**config.mk**
```make
export PLATFORM = sky130hd
export DESIGN_NAME = rch_ram
export DESIGN_NICKNAME = d
export VERILOG_FILES = /design/src/hw/rtl/rch_ram.sv
export SDC_FILE = /design/constraint.sdc
export NUM_CORES = 1
export LEC_CHECK = 0
export BUFFER_PORTS_ARGS = -buffer_cell sky130_fd_sc_hd__clkbuf_2
export CORE_ASPECT_RATIO = 1.4
export CORE_MARGIN = 2
export CORE_UTILIZATION = 25
export DETAILED_ROUTE_END_ITERATION = 8
export SYNTH_ARGS = -nofsm -noshare
export SYNTH_HDL_FRONTEND = slang
export SYNTH_SLANG_ARGS = --single-unit
```
**constraint.sdc**
```tcl
create_clock -name clk -period 2.4 [get_ports clk]
set_clock_uncertainty 0.2 [all_clocks]
set_input_delay 0 -clock clk [delete_from_list [all_inputs] [get_ports clk]]
set_output_delay 0 -clock clk [all_outputs]
set_load 0.03 [all_outputs]
```
**src/hw/rtl/rch_ram.sv**
```systemverilog
`default_nettype none
module rch_ram #(
	parameter int WIDTH = 8,
	parameter int DEPTH = 16
) (
	input  wire logic                     clk,
	input  wire logic                     we,
	input  wire logic [$clog2(DEPTH)-1:0] waddr,
	input  wire logic [WIDTH-1:0]         wdata,
	input  wire logic [$clog2(DEPTH)-1:0] raddr,
	output logic [WIDTH-1:0]              rdata
);

	logic [WIDTH-1:0] mem [DEPTH];

	always_ff @(posedge clk) begin
		if (we) begin
			mem[waddr] <= wdata;
		end
		rdata <= mem[raddr];
	end

endmodule
`default_nettype wire

```
==> results of run 1 <==
power groups by stage:
stage	combinational [µW]	sequential, µW	clock (µW)
3_5_place_dp	279	2730	0
5_1_grt	318	2680	2720
6_report	293	2680	2570
2_1_floorplan	135	2750	0
3_3_place_gp	272	2720	0
4_1_cts	300	2680	2620
flip-flops by register name, summed over array words and instances, names as in the netlist:
name and cells:
rdata 8, mem 128
worst max-delay path, stage by stage:
cell and delay [ns]:
dlygate4sd3_1 0.52, clkbuf_2 0.12, nand3b_1 0.15, dlygate4sd3_1 0.61
nor2_1 0.36, buf_4 0.24
Yosys cell counts:
| cell type | count |
|---|---|
| nand3b_1 | 2 |
| mux4_2 | 18 |
| clkdlybuf4s25_2 | 3 |
| nand2_1 | 9 |
| a22oi_1 | 16 |
| or3b_2 | 1 |
| and2_1 | 1 |
| nor2b_1 | 1 |
| buf_2 | 3 |
| nand2b_1 | 2 |
| dfxtp_1 | 8 |
| buf_4 | 1 |
| nor2_1 | 13 |
| mux4_1 | 14 |
| nand3_1 | 1 |
| edfxtp_1 | 128 |
| nor3_1 | 4 |
| and2b_1 | 1 |
| buf_6 | 3 |
cells by family (layout without fill, tap and decap cells):
group                  after synthesis  count (layout)  synth area share
AO/OA/AOI/OAI                       16              16           0.02334
buffers and inverters               10              90           0.01677
flip-flops                         136             136            0.7778
multiplexers                        32              32            0.1502
AND/OR/NAND/NOR                     35              35           0.03184
layer usage:
metal,vias up,part of all wire,global-route usage
met5,-,0,0
met4,0,0.011,0.03056
met3,12,0.048,0.03179
met2,79,0.53,0.1762
met1,1274,0.41,0.1181
li1,1109,-,-
cell usage in the layout (no fill, tap or decap):
master,count
nor3_1,4
and2b_1,1
nor2_1,13
nand2b_1,2
dlygate4sd3_1,16
dfxtp_1,8
nand3_1,1
clkinvlp_4,2
clkbuf_16,17
mux4_1,14
nand3b_1,2
bufinv_16,3
clkinv_2,6
and2_1,1
buf_4,16
or3b_2,1
nor2b_1,1
nand2_1,9
clkinv_1,1
buf_12,1
clkinv_4,2
clkbuf_2,25
clkbuf_8,1
edfxtp_1,128
a22oi_1,16
mux4_2,18
metrics by stage:
stage	util	total power, µW	instances	hold WS (ns)	instance area [µm²]
6_report	0.3150	5536	565	0.02869	6402
5_1_grt	0.3150	5714	565	0.04524	6402
4_1_cts	0.3150	5598	565	0.005045	6402
3_5_place_dp	0.2778	3005	517	0.2554	5647
3_3_place_gp	0.2778	2996	517	0.2168	5647
2_1_floorplan	-	2883	229	-0.1011	5147
layout make-up:
cell class              count  area [µm²]  area share
flip-flops and latches    136        4004      0.6254
clock buffers              18       439.2     0.06859
clock inverters            14       156.4     0.02443
repair buffers             58       425.4     0.06645
multi-input cells          83        1057      0.1651
well taps                 256       320.3     0.05003
worst min path at each step:
stage / from / to / slack (ns) / cells past startpoint
final: waddr[3] / mem[1][3]$_DFFE_PP_ / 0.03 / 3
after global routing: we / mem[6][7]$_DFFE_PP_ / 0.05 / 3
after CTS: we / mem[7][7]$_DFFE_PP_ / 0.005 / 3
after detailed placement: rdata[4]$_DFF_P_ / rdata[4] / 0.26 / 1
after global placement: wdata[4] / mem[1][4]$_DFFE_PP_ / 0.22 / 1
after floorplan: wdata[0] / mem[0][0]$_DFFE_PP_ / -0.10 / 0
what timing repair did:
action	in CTS	in global routing
hold endpoints to repair	163	0
hold buffers	16	0
buffers inserted	0	0
==> results.json, run 1 <==
{
  "status": "complete, no violations",
  "detail_route.wirelength_um": 10500,
  "remaining_drc_errors": 0,
  "ys_ff_latch": 136,
  "vias": 2474,
  "top_level_pins": 26,
  "antenna_cells_inserted": 0,
  "setup.worst_path.end_class": "flip-flop",
  "portBuffers": 25,
  "post_route_cells_drive_above_1_share": 0.2977,
  "synth_sequential_area_ratio": 0.7778,
  "switching_share": 0.2013,
  "reg2reg_depth": 3,
  "final.setup.worst_slack_ns": 0.3174,
  "setup-tns-final_ns": 0,
  "synthDominantAreaCellType": "edfxtp_1",
  "initial_utilization": 0.2533,
  "place.gp.congestion": 0.7067,
  "cts_inserted_buffers": 17,
  "worstPathRequired_ns": 2.32,
  "path_max_fanout": 5,
  "arrival_ns": 2.00,
  "worstMarginPinSlew_ns": 0.7819,
  "share_clk_of_total_power": 0.464,
  "cp_startpoint_kind": "primary input",
  "switching_power_uw": 1114,
  "area_growth_syn_to_layout_pct": 24.38,
  "die_w_um": 125.3,
  "reg2reg_setup_slack_ns": 0.84,
  "tritoncts_clock_tree": "done",
  "max_cap_viol_count": 0,
  "min-delay-path-class": "primary input to flip-flop",
  "cts.sinks": 136,
  "combPwrFrac": 0.053,
  "synth_top_area_share": 0.7467,
  "setup.worst_path.class": "primary input to flip-flop",
  "vertical_extent_of_the_die_um": 173.8,
  "total_leakage_power_uw": 0.002153,
  "h-tree-depth": 4,
  "worst_setup_ep": "mem[5][3]$_DFFE_PP_",
  "finalMaxSlewViolations": 0,
  "power.sequential.fraction": 0.483,
  "clock_path_buffers": 2,
  "r2r-end": "rdata[0]$_DFF_P_",
  "post-place-ws_ns": 0.5386,
  "number_of_antenna_violations_at_the_first_check_in_global_routing": 0,
  "dpl.hpwl_um": 6944,
  "clock_tree.root_cell": "clkbuf_16",
  "nets": 314,
  "fp.coreArea_mm2": 0.02032,
  "fin_crit_ns": 2.083,
  "yosys_warnings": 0,
  "fin_crit_sh": 0.8677,
  "synth.top_cells.by_area": "edfxtp_1, mux4_2, mux4_1, dfxtp_1, a22oi_1",
  "synth.net_count": 247,
  "fp.dieArea_mm2": 0.02177,
  "vias_per_cell": 4.379,
  "postSynthCellCount": 229,
  "pwr_density_cell_mw_per_mm2": 864.7,
  "number_of_iterations_in_the_first_detailed_routing_pass": 4,
  "grt-ovfl-total": 0,
  "slew_headroom": 0.4768,
  "post_cts_resize_count": 0,
  "groute.usage.overall": 0.1007,
  "vdd_drop_max_uv": 520.7,
  "path_clk_slew_ns": 0.06,
  "ant_nets": 0,
  "report.final.setup_viol": 0,
  "rows": 62,
  "netlist-cell-type-count": 19,
  "startpoint": "waddr[2]",
  "worst_skew_pair.late_latency_ns": 0.41,
  "routed_wire_length_per_instance_um": 18.59,
  "detail_route.iter0.violations": 187,
  "synthesis.area_mm2": 0.005147,
  "grt_max_degree": 33,
  "fmax_mhz": 480.2,
  "first_global_vias": 2642,
  "grt_first_pass_wirelength_um": 16130,
  "final_hold_vios": 0,
  "regToRegStartpoint": "mem[2][0]$_DFFE_PP_",
  "fillerInstances": 1947,
  "rsz0062_at_grt": "no",
  "synth.avg_cell_area_um2": 22.48,
  "power.internal_uw": 4422
}
Note: power is estimated with default switching activity, not from simulation.
==> run 2, diff against run 1 <==
- CORE_ASPECT_RATIO: 1.4 -> not set
- clock period: 2.4 -> 1.8 ns (I/O delays scaled with it)
==> run 2 against run 1 <==
Global-route usage decreased by 0.16 points. Register-to-register slack got worse by 0.58 ns. Setup slack got worse by 0.24 ns. Sequential share of layout area decreased by 0.17 points. Hold slack improved by 0.025 ns. Via count decreased by 1.5%. Critical path depth decreased by 1. Largest power group unchanged. Highest routed layer unchanged.
==> results.json, run 2 (synthesis gave the netlist of run 1 again) <==
{
  "status": "complete, no violations",
  "post_route_cells_drive_above_1_share": 0.3055,
  "remaining_drc_errors": 0,
  "vertical_extent_of_the_die_um": 147.5,
  "critical_path_cell_by_cell": "dlygate4sd3_1, clkbuf_2, nor3_1, dlygate4sd3_1, buf_6",
  "fp.dieArea_mm2": 0.02175,
  "setup.worst_path.end_class": "flip-flop",
  "grt_first_pass_wirelength_um": 15630,
  "vias": 2436,
  "fin_crit_sh": 0.9551,
  "setup-tns-final_ns": 0,
  "setup.worst_path.class": "primary input to flip-flop",
  "cts.sinks": 136,
  "max_cap_viol_count": 0,
  "startpoint": "waddr[1]",
  "fp.coreArea_mm2": 0.02023,
  "cts_inserted_buffers": 17,
  "tritoncts_clock_tree": "done",
  "critical_path.top_delay_family": "buffers and inverters",
  "cp_startpoint_kind": "primary input",
  "area_growth_syn_to_layout_pct": 24.72,
  "number_of_iterations_in_the_first_detailed_routing_pass": 4,
  "finalMaxSlewViolations": 0,
  "whs_path_depth": 4,
  "crit_path_max_incr_delay_ns": 0.59,
  "worst_skew_pair.late_latency_ns": 0.41,
  "path_clk_slew_ns": 0.06,
  "clock_tree.root_cell": "clkbuf_16",
  "place.gp.congestion": 0.7025,
  "total_leakage_power_uw": 0.002167,
  "regToRegStartpoint": "mem[10][4]$_DFFE_PP_",
  "rows": 52,
  "grt_max_degree": 33,
  "layout.cells.most_common": "edfxtp_1",
  "detail_route.wirelength_um": 10050,
  "cp.buffers_inverters": 4,
  "rsz0062_at_grt": "no",
  "hold_path_startpoint": "waddr[2]",
  "top_level_pins": 26,
  "vdd_drop_max_uv": 977.0,
  "h-tree-depth": 4,
  "die_w_um": 147.5,
  "slew_headroom": 0.7125,
  "worstMarginPinSlew_ns": 0.4313,
  "reg2reg_setup_slack_ns": 0.26,
  "r2r-end": "rdata[4]$_DFF_P_",
  "ant_nets": 0,
  "grt-ovfl-total": 0,
  "first_global_vias": 2618,
  "path_max_fanout": 8,
  "clock_path_buffers": 2,
  "groute.usage.overall": 0.09910,
  "portBuffers": 25,
  "nets": 317,
  "layout.core_utilization": 0.3173,
  "worstPathRequired_ns": 1.71,
  "min-delay-path-class": "primary input to flip-flop",
  "initial_utilization": 0.2544,
  "critical_path.slowest_cell": "dlygate4sd3_1",
  "vias_per_cell": 4.193,
  "mostFrequentLayoutCells": "edfxtp_1, clkbuf_2, buf_4",
  "antenna_cells_inserted": 0,
  "report.final.setup_viol": 0,
  "fin_crit_ns": 1.719,
  "cpMostUsedCell": "dlygate4sd3_1",
  "largest_reg_flops": 128,
  "max_flop_register": "mem",
  "arrival_ns": 1.63,
  "reg.largest.list": "mem (128), rdata (8)",
  "fmax_mhz": 581.7,
  "pwr_density_cell_mw_per_mm2": 1120,
  "hold_path_end": "mem[15][0]$_DFFE_PP_",
  "detail_route.iter0.violations": 212,
  "routed_wire_length_per_instance_um": 17.29,
  "dpl.hpwl_um": 6417,
  "final_hold_vios": 0,
  "reg2reg_depth": 3,
  "number_of_antenna_violations_at_the_first_check_in_global_routing": 0
}
[run 2: changes by cell type in the layout (fill, tap and decap cells not counted), moves of 2 or more]
cell           delta
clkinv_4          +3
buf_4             +3
clkinvlp_4        -2
dlygate4sd3_1     -2
[run 2: area by class of cell]
class                   instances  area, µm²
fillers                      1922      13810
flip-flops and latches        136       4004
multi-input cells              83       1057
repair buffers                 61      459.2
clock buffers                  18      429.2
well taps                     270      337.8
clock inverters                13      132.6
[run 2: worst min-delay path, delay by kind of cell]
| kind | cells | cell delay (ns) |
|---|---|---|
| buf+inv | 2 | 0.29 |
| simple gates | 2 | 0.19 |
[run 2: how the worst max path moves through the flow]
stage | endpoint | depth (start not counted)
floorplan | mem[0][0]$_DFFE_PP_ | 2
global placement | rdata[0]$_DFF_P_ | 6
detailed placement | rdata[0]$_DFF_P_ | 6
CTS | rdata[7]$_DFF_P_ | 7
global route | rdata[7]$_DFF_P_ | 7
finish | mem[4][1]$_DFFE_PP_ | 5
[run 2: timing repair]
item,4_1_cts,5_1_grt
gates resized for setup,0,1
endpoints found under the hold margin,168,0
endpoints found under the setup margin,0,8
setup buffers,0,0
hold buffers,14,0
[run 2: routing by layer]
layer  wire length, µm  track usage  share of wire  vias up
met1              4780       0.1395           0.48     1247
li1                  -            -              -     1117
met4               121      0.03125          0.012        0
met3               481      0.02778          0.048       12
met5                 0            0              0        -
met2              4663       0.1495           0.46       60
[run 2: per-stage QoR]
| stage | total power (µW) | std cells | instance area (µm²) | hold slack (ns) | worst slack (ns) |
|---|---|---|---|---|---|
| final | 7188 | 581 | 6420 | 0.05364 | 0.08075 |
| after global routing | 7463 | 581 | 6420 | 0.08529 | 0.001072 |
| after CTS | 7256 | 581 | 6416 | 0.03739 | 0.09061 |
| after detailed placement | 4013 | 536 | 5714 | 0.2222 | 0.08224 |
| after global placement | 4002 | 536 | 5714 | 0.1891 | 0.1135 |
| after floorplan | 3843 | 229 | 5147 | -0.1011 | 0.1071 |
[run 2: power by group]
group | switching, µW | leakage, µW | internal (µW) | total (µW)
clock network | 1210 | 0.000281 | 2020 | 3230
logic | 229 | 0.000662 | 165 | 394
registers | 25.6 | 0.00122 | 3540 | 3570
total | 1460 | 0.00217 | 5730 | 7190
==> run 3, diff against run 2 <==
- CORE_UTILIZATION: 25 -> 54
- CTS_CLUSTER_SIZE: not set -> 25
- PLACE_DENSITY: not set -> 0.74
==> run 3 against run 2 <==
Power grew 4.3%. Sequential share of layout area grew 0.43 points. Design area shrank 0.68%. Die area shrank 53%. Combinational power grew 4%. Critical path depth grew 1. Clock-buffer cell count shrank 1. First-iteration DRC count shrank 25%. Via count grew 3.2%. Critical endpoint is now mem[6][2]$_DFFE_PP_.
==> results.json, run 3 (synthesis gave the netlist of run 1 again) <==
{
  "post_route_cells_drive_above_1_share": 0.3060,
  "portBuffers": 25,
  "antenna_cells_inserted": 0,
  "detail_route.iter0.violations": 160,
  "reg2reg_setup_slack_ns": 0.22,
  "initial_utilization": 0.5571,
  "post-route-cell-area_mm2": 0.006376,
  "setup.worst_path.end_class": "flip-flop",
  "clock_path_buffers": 2,
  "first_global_vias": 2624,
  "status": "complete, no violations",
  "pwr_density_cell_mw_per_mm2": 1176,
  "remaining_drc_errors": 0,
  "vias": 2514,
  "reg.largest.list": "mem (128), rdata (8)",
  "vias_per_cell": 5.637,
  "fmax_mhz": 572.2,
  "fin_crit_ns": 1.748,
  "number_of_iterations_in_the_first_detailed_routing_pass": 5,
  "r2r-end": "rdata[7]$_DFF_P_",
  "fp.coreArea_mm2": 0.009240,
  "cp_startpoint_kind": "primary input",
  "post_dp_cell_area_mm2": 0.005563,
  "post_cts_setup_buffers": 0,
  "grt_first_pass_wirelength_um": 15070,
  "whs_path_depth": 4,
  "post-place-ws_ns": 0.1366,
  "ant_nets": 0,
  "finalMaxSlewViolations": 0,
  "cpMostUsedCell": "dlygate4sd3_1",
  "clock_tree.root_cell": "clkbuf_8",
  "vdd_drop_max_uv": 752.3,
  "vertical_extent_of_the_die_um": 101.6,
  "switching_power_uw": 1524,
  "critical_path.slowest_cell": "dlygate4sd3_1",
  "tritoncts_clock_tree": "done",
  "detail_route.wirelength_um": 9821,
  "final.setup.worst_slack_ns": 0.05245,
  "layout.cells.most_common": "edfxtp_1",
  "routed_wire_length_per_instance_um": 22.02,
  "worstMarginPinSlew_ns": 0.4619,
  "slew_headroom": 0.6921,
  "final_hold_vios": 0,
  "worstPathRequired_ns": 1.81,
  "hold_path_startpoint": "raddr[1]",
  "regToRegStartpoint": "mem[11][7]$_DFFE_PP_",
  "critical_path_cell_by_cell": "dlygate4sd3_1, clkbuf_2, nand3b_1, dlygate4sd3_1, nor2_1, buf_6",
  "h-tree-depth": 4,
  "switching_share": 0.2033,
  "setup.worst_path.class": "primary input to flip-flop",
  "top_level_pins": 26,
  "combPwrFrac": 0.054,
  "nets": 322,
  "rsz0062_at_grt": "yes",
  "max_cap_viol_count": 0,
  "groute.usage.overall": 0.2154,
  "min-delay-path-class": "primary input to flip-flop",
  "cts_inserted_buffers": 17,
  "grt_max_degree": 21,
  "layout.core_utilization": 0.6900,
  "setup-tns-final_ns": 0,
  "worst_skew_pair.late_latency_ns": 0.51,
  "hold_path_end": "rdata[0]$_DFF_P_",
  "reg2reg_depth": 3,
  "mostFrequentLayoutCells": "edfxtp_1, clkbuf_2, dlygate4sd3_1",
  "rows": 35,
  "power.sequential.fraction": 0.475,
  "area_growth_syn_to_layout_pct": 23.87,
  "cts.sinks": 136,
  "path_clk_slew_ns": 0.06,
  "total_leakage_power_uw": 0.002211,
  "grt-ovfl-total": 0,
  "die_w_um": 101.6,
  "number_of_antenna_violations_at_the_first_check_in_global_routing": 0,
  "arrival_ns": 1.76,
  "place.gp.congestion": 0.7340,
  "report.final.setup_viol": 0,
  "fin_crit_sh": 0.9709,
  "largest_reg_flops": 128,
  "power.internal_uw": 5972,
  "path_max_fanout": 8,
  "share_clk_of_total_power": 0.470,
  "crit_path_max_incr_delay_ns": 0.60,
  "fp.dieArea_mm2": 0.01033,
  "max_flop_register": "mem"
}
[run 3: cell count changes in the layout (fill, tap and decap cells not counted), sizes merged]
cell,before,now
clkinv,11,7
inv,0,2
clkinvlp,0,2
clkbuf,43,42
dlygate4sd3,14,19
bufinv,2,4
[run 3: final cells by class]
cell class,instances,area [µm²]
sequential,136,4004
clock buffer,17,414.1
fill,568,2864
tap,129,161.4
clock inverter,15,201.4
timing repair buffer,66,538.0
multi-input combinational,83,1057
[run 3: worst max path at each step]
stage,startpoint,end,slack [ns],depth (start not counted)
after global placement,raddr[0],rdata[7]$_DFF_P_,0.18,5
final,waddr[3],mem[6][2]$_DFFE_PP_,0.05,6
after floorplan,waddr[2],mem[0][0]$_DFFE_PP_,0.11,2
after detailed placement,raddr[0],rdata[7]$_DFF_P_,0.14,5
after global routing,waddr[3],mem[6][2]$_DFFE_PP_,-0.005,6
after CTS,waddr[3],mem[5][3]$_DFFE_PP_,0.1,6
[run 3: through the flow]
stage | hold slack (ns) | cells | power, µW
floorplan | -0.1011 | 229 | 3843
global placement | 0.2064 | 395 | 3997
detailed placement | 0.2284 | 395 | 4010
CTS | 0.02473 | 446 | 7567
global route | 0.07328 | 446 | 7709
finish | 0.05503 | 446 | 7496
[run 3: timing repair]
action | 4_1_cts | 5_1_grt
endpoints found under the hold margin | 264 | 0
setup endpoints to repair | 0 | 15
resized for setup | 0 | 2
hold buffers | 19 | 0
[run 3: power groups by stage]
stage / Combinational, µW / Clock (µW) / Sequential [µW]
floorplan: 180 / 0 / 3660
global placement: 371 / 0 / 3630
detailed placement: 381 / 0 / 3630
CTS: 413 / 3590 / 3560
global route: 440 / 3700 / 3570
finish: 408 / 3520 / 3560
[run 3: per-layer routing]
| metal | vias up | part of all wire | global-route usage |
|---|---|---|---|
| met1 | 1276 | 0.39 | 0.2818 |
| met3 | 7 | 0.071 | 0.06211 |
| met5 | - | 0 | 0 |
| met2 | 106 | 0.53 | 0.3482 |
| li1 | 1125 | - | - |
| met4 | 0 | 0.014 | 0.08004 |
[run 3: worst max-delay path, delay by kind of cell]
family / cells / cell delay, ns
buffers and inverters: 4 / 1.43
and+or+nand+nor: 2 / 0.32
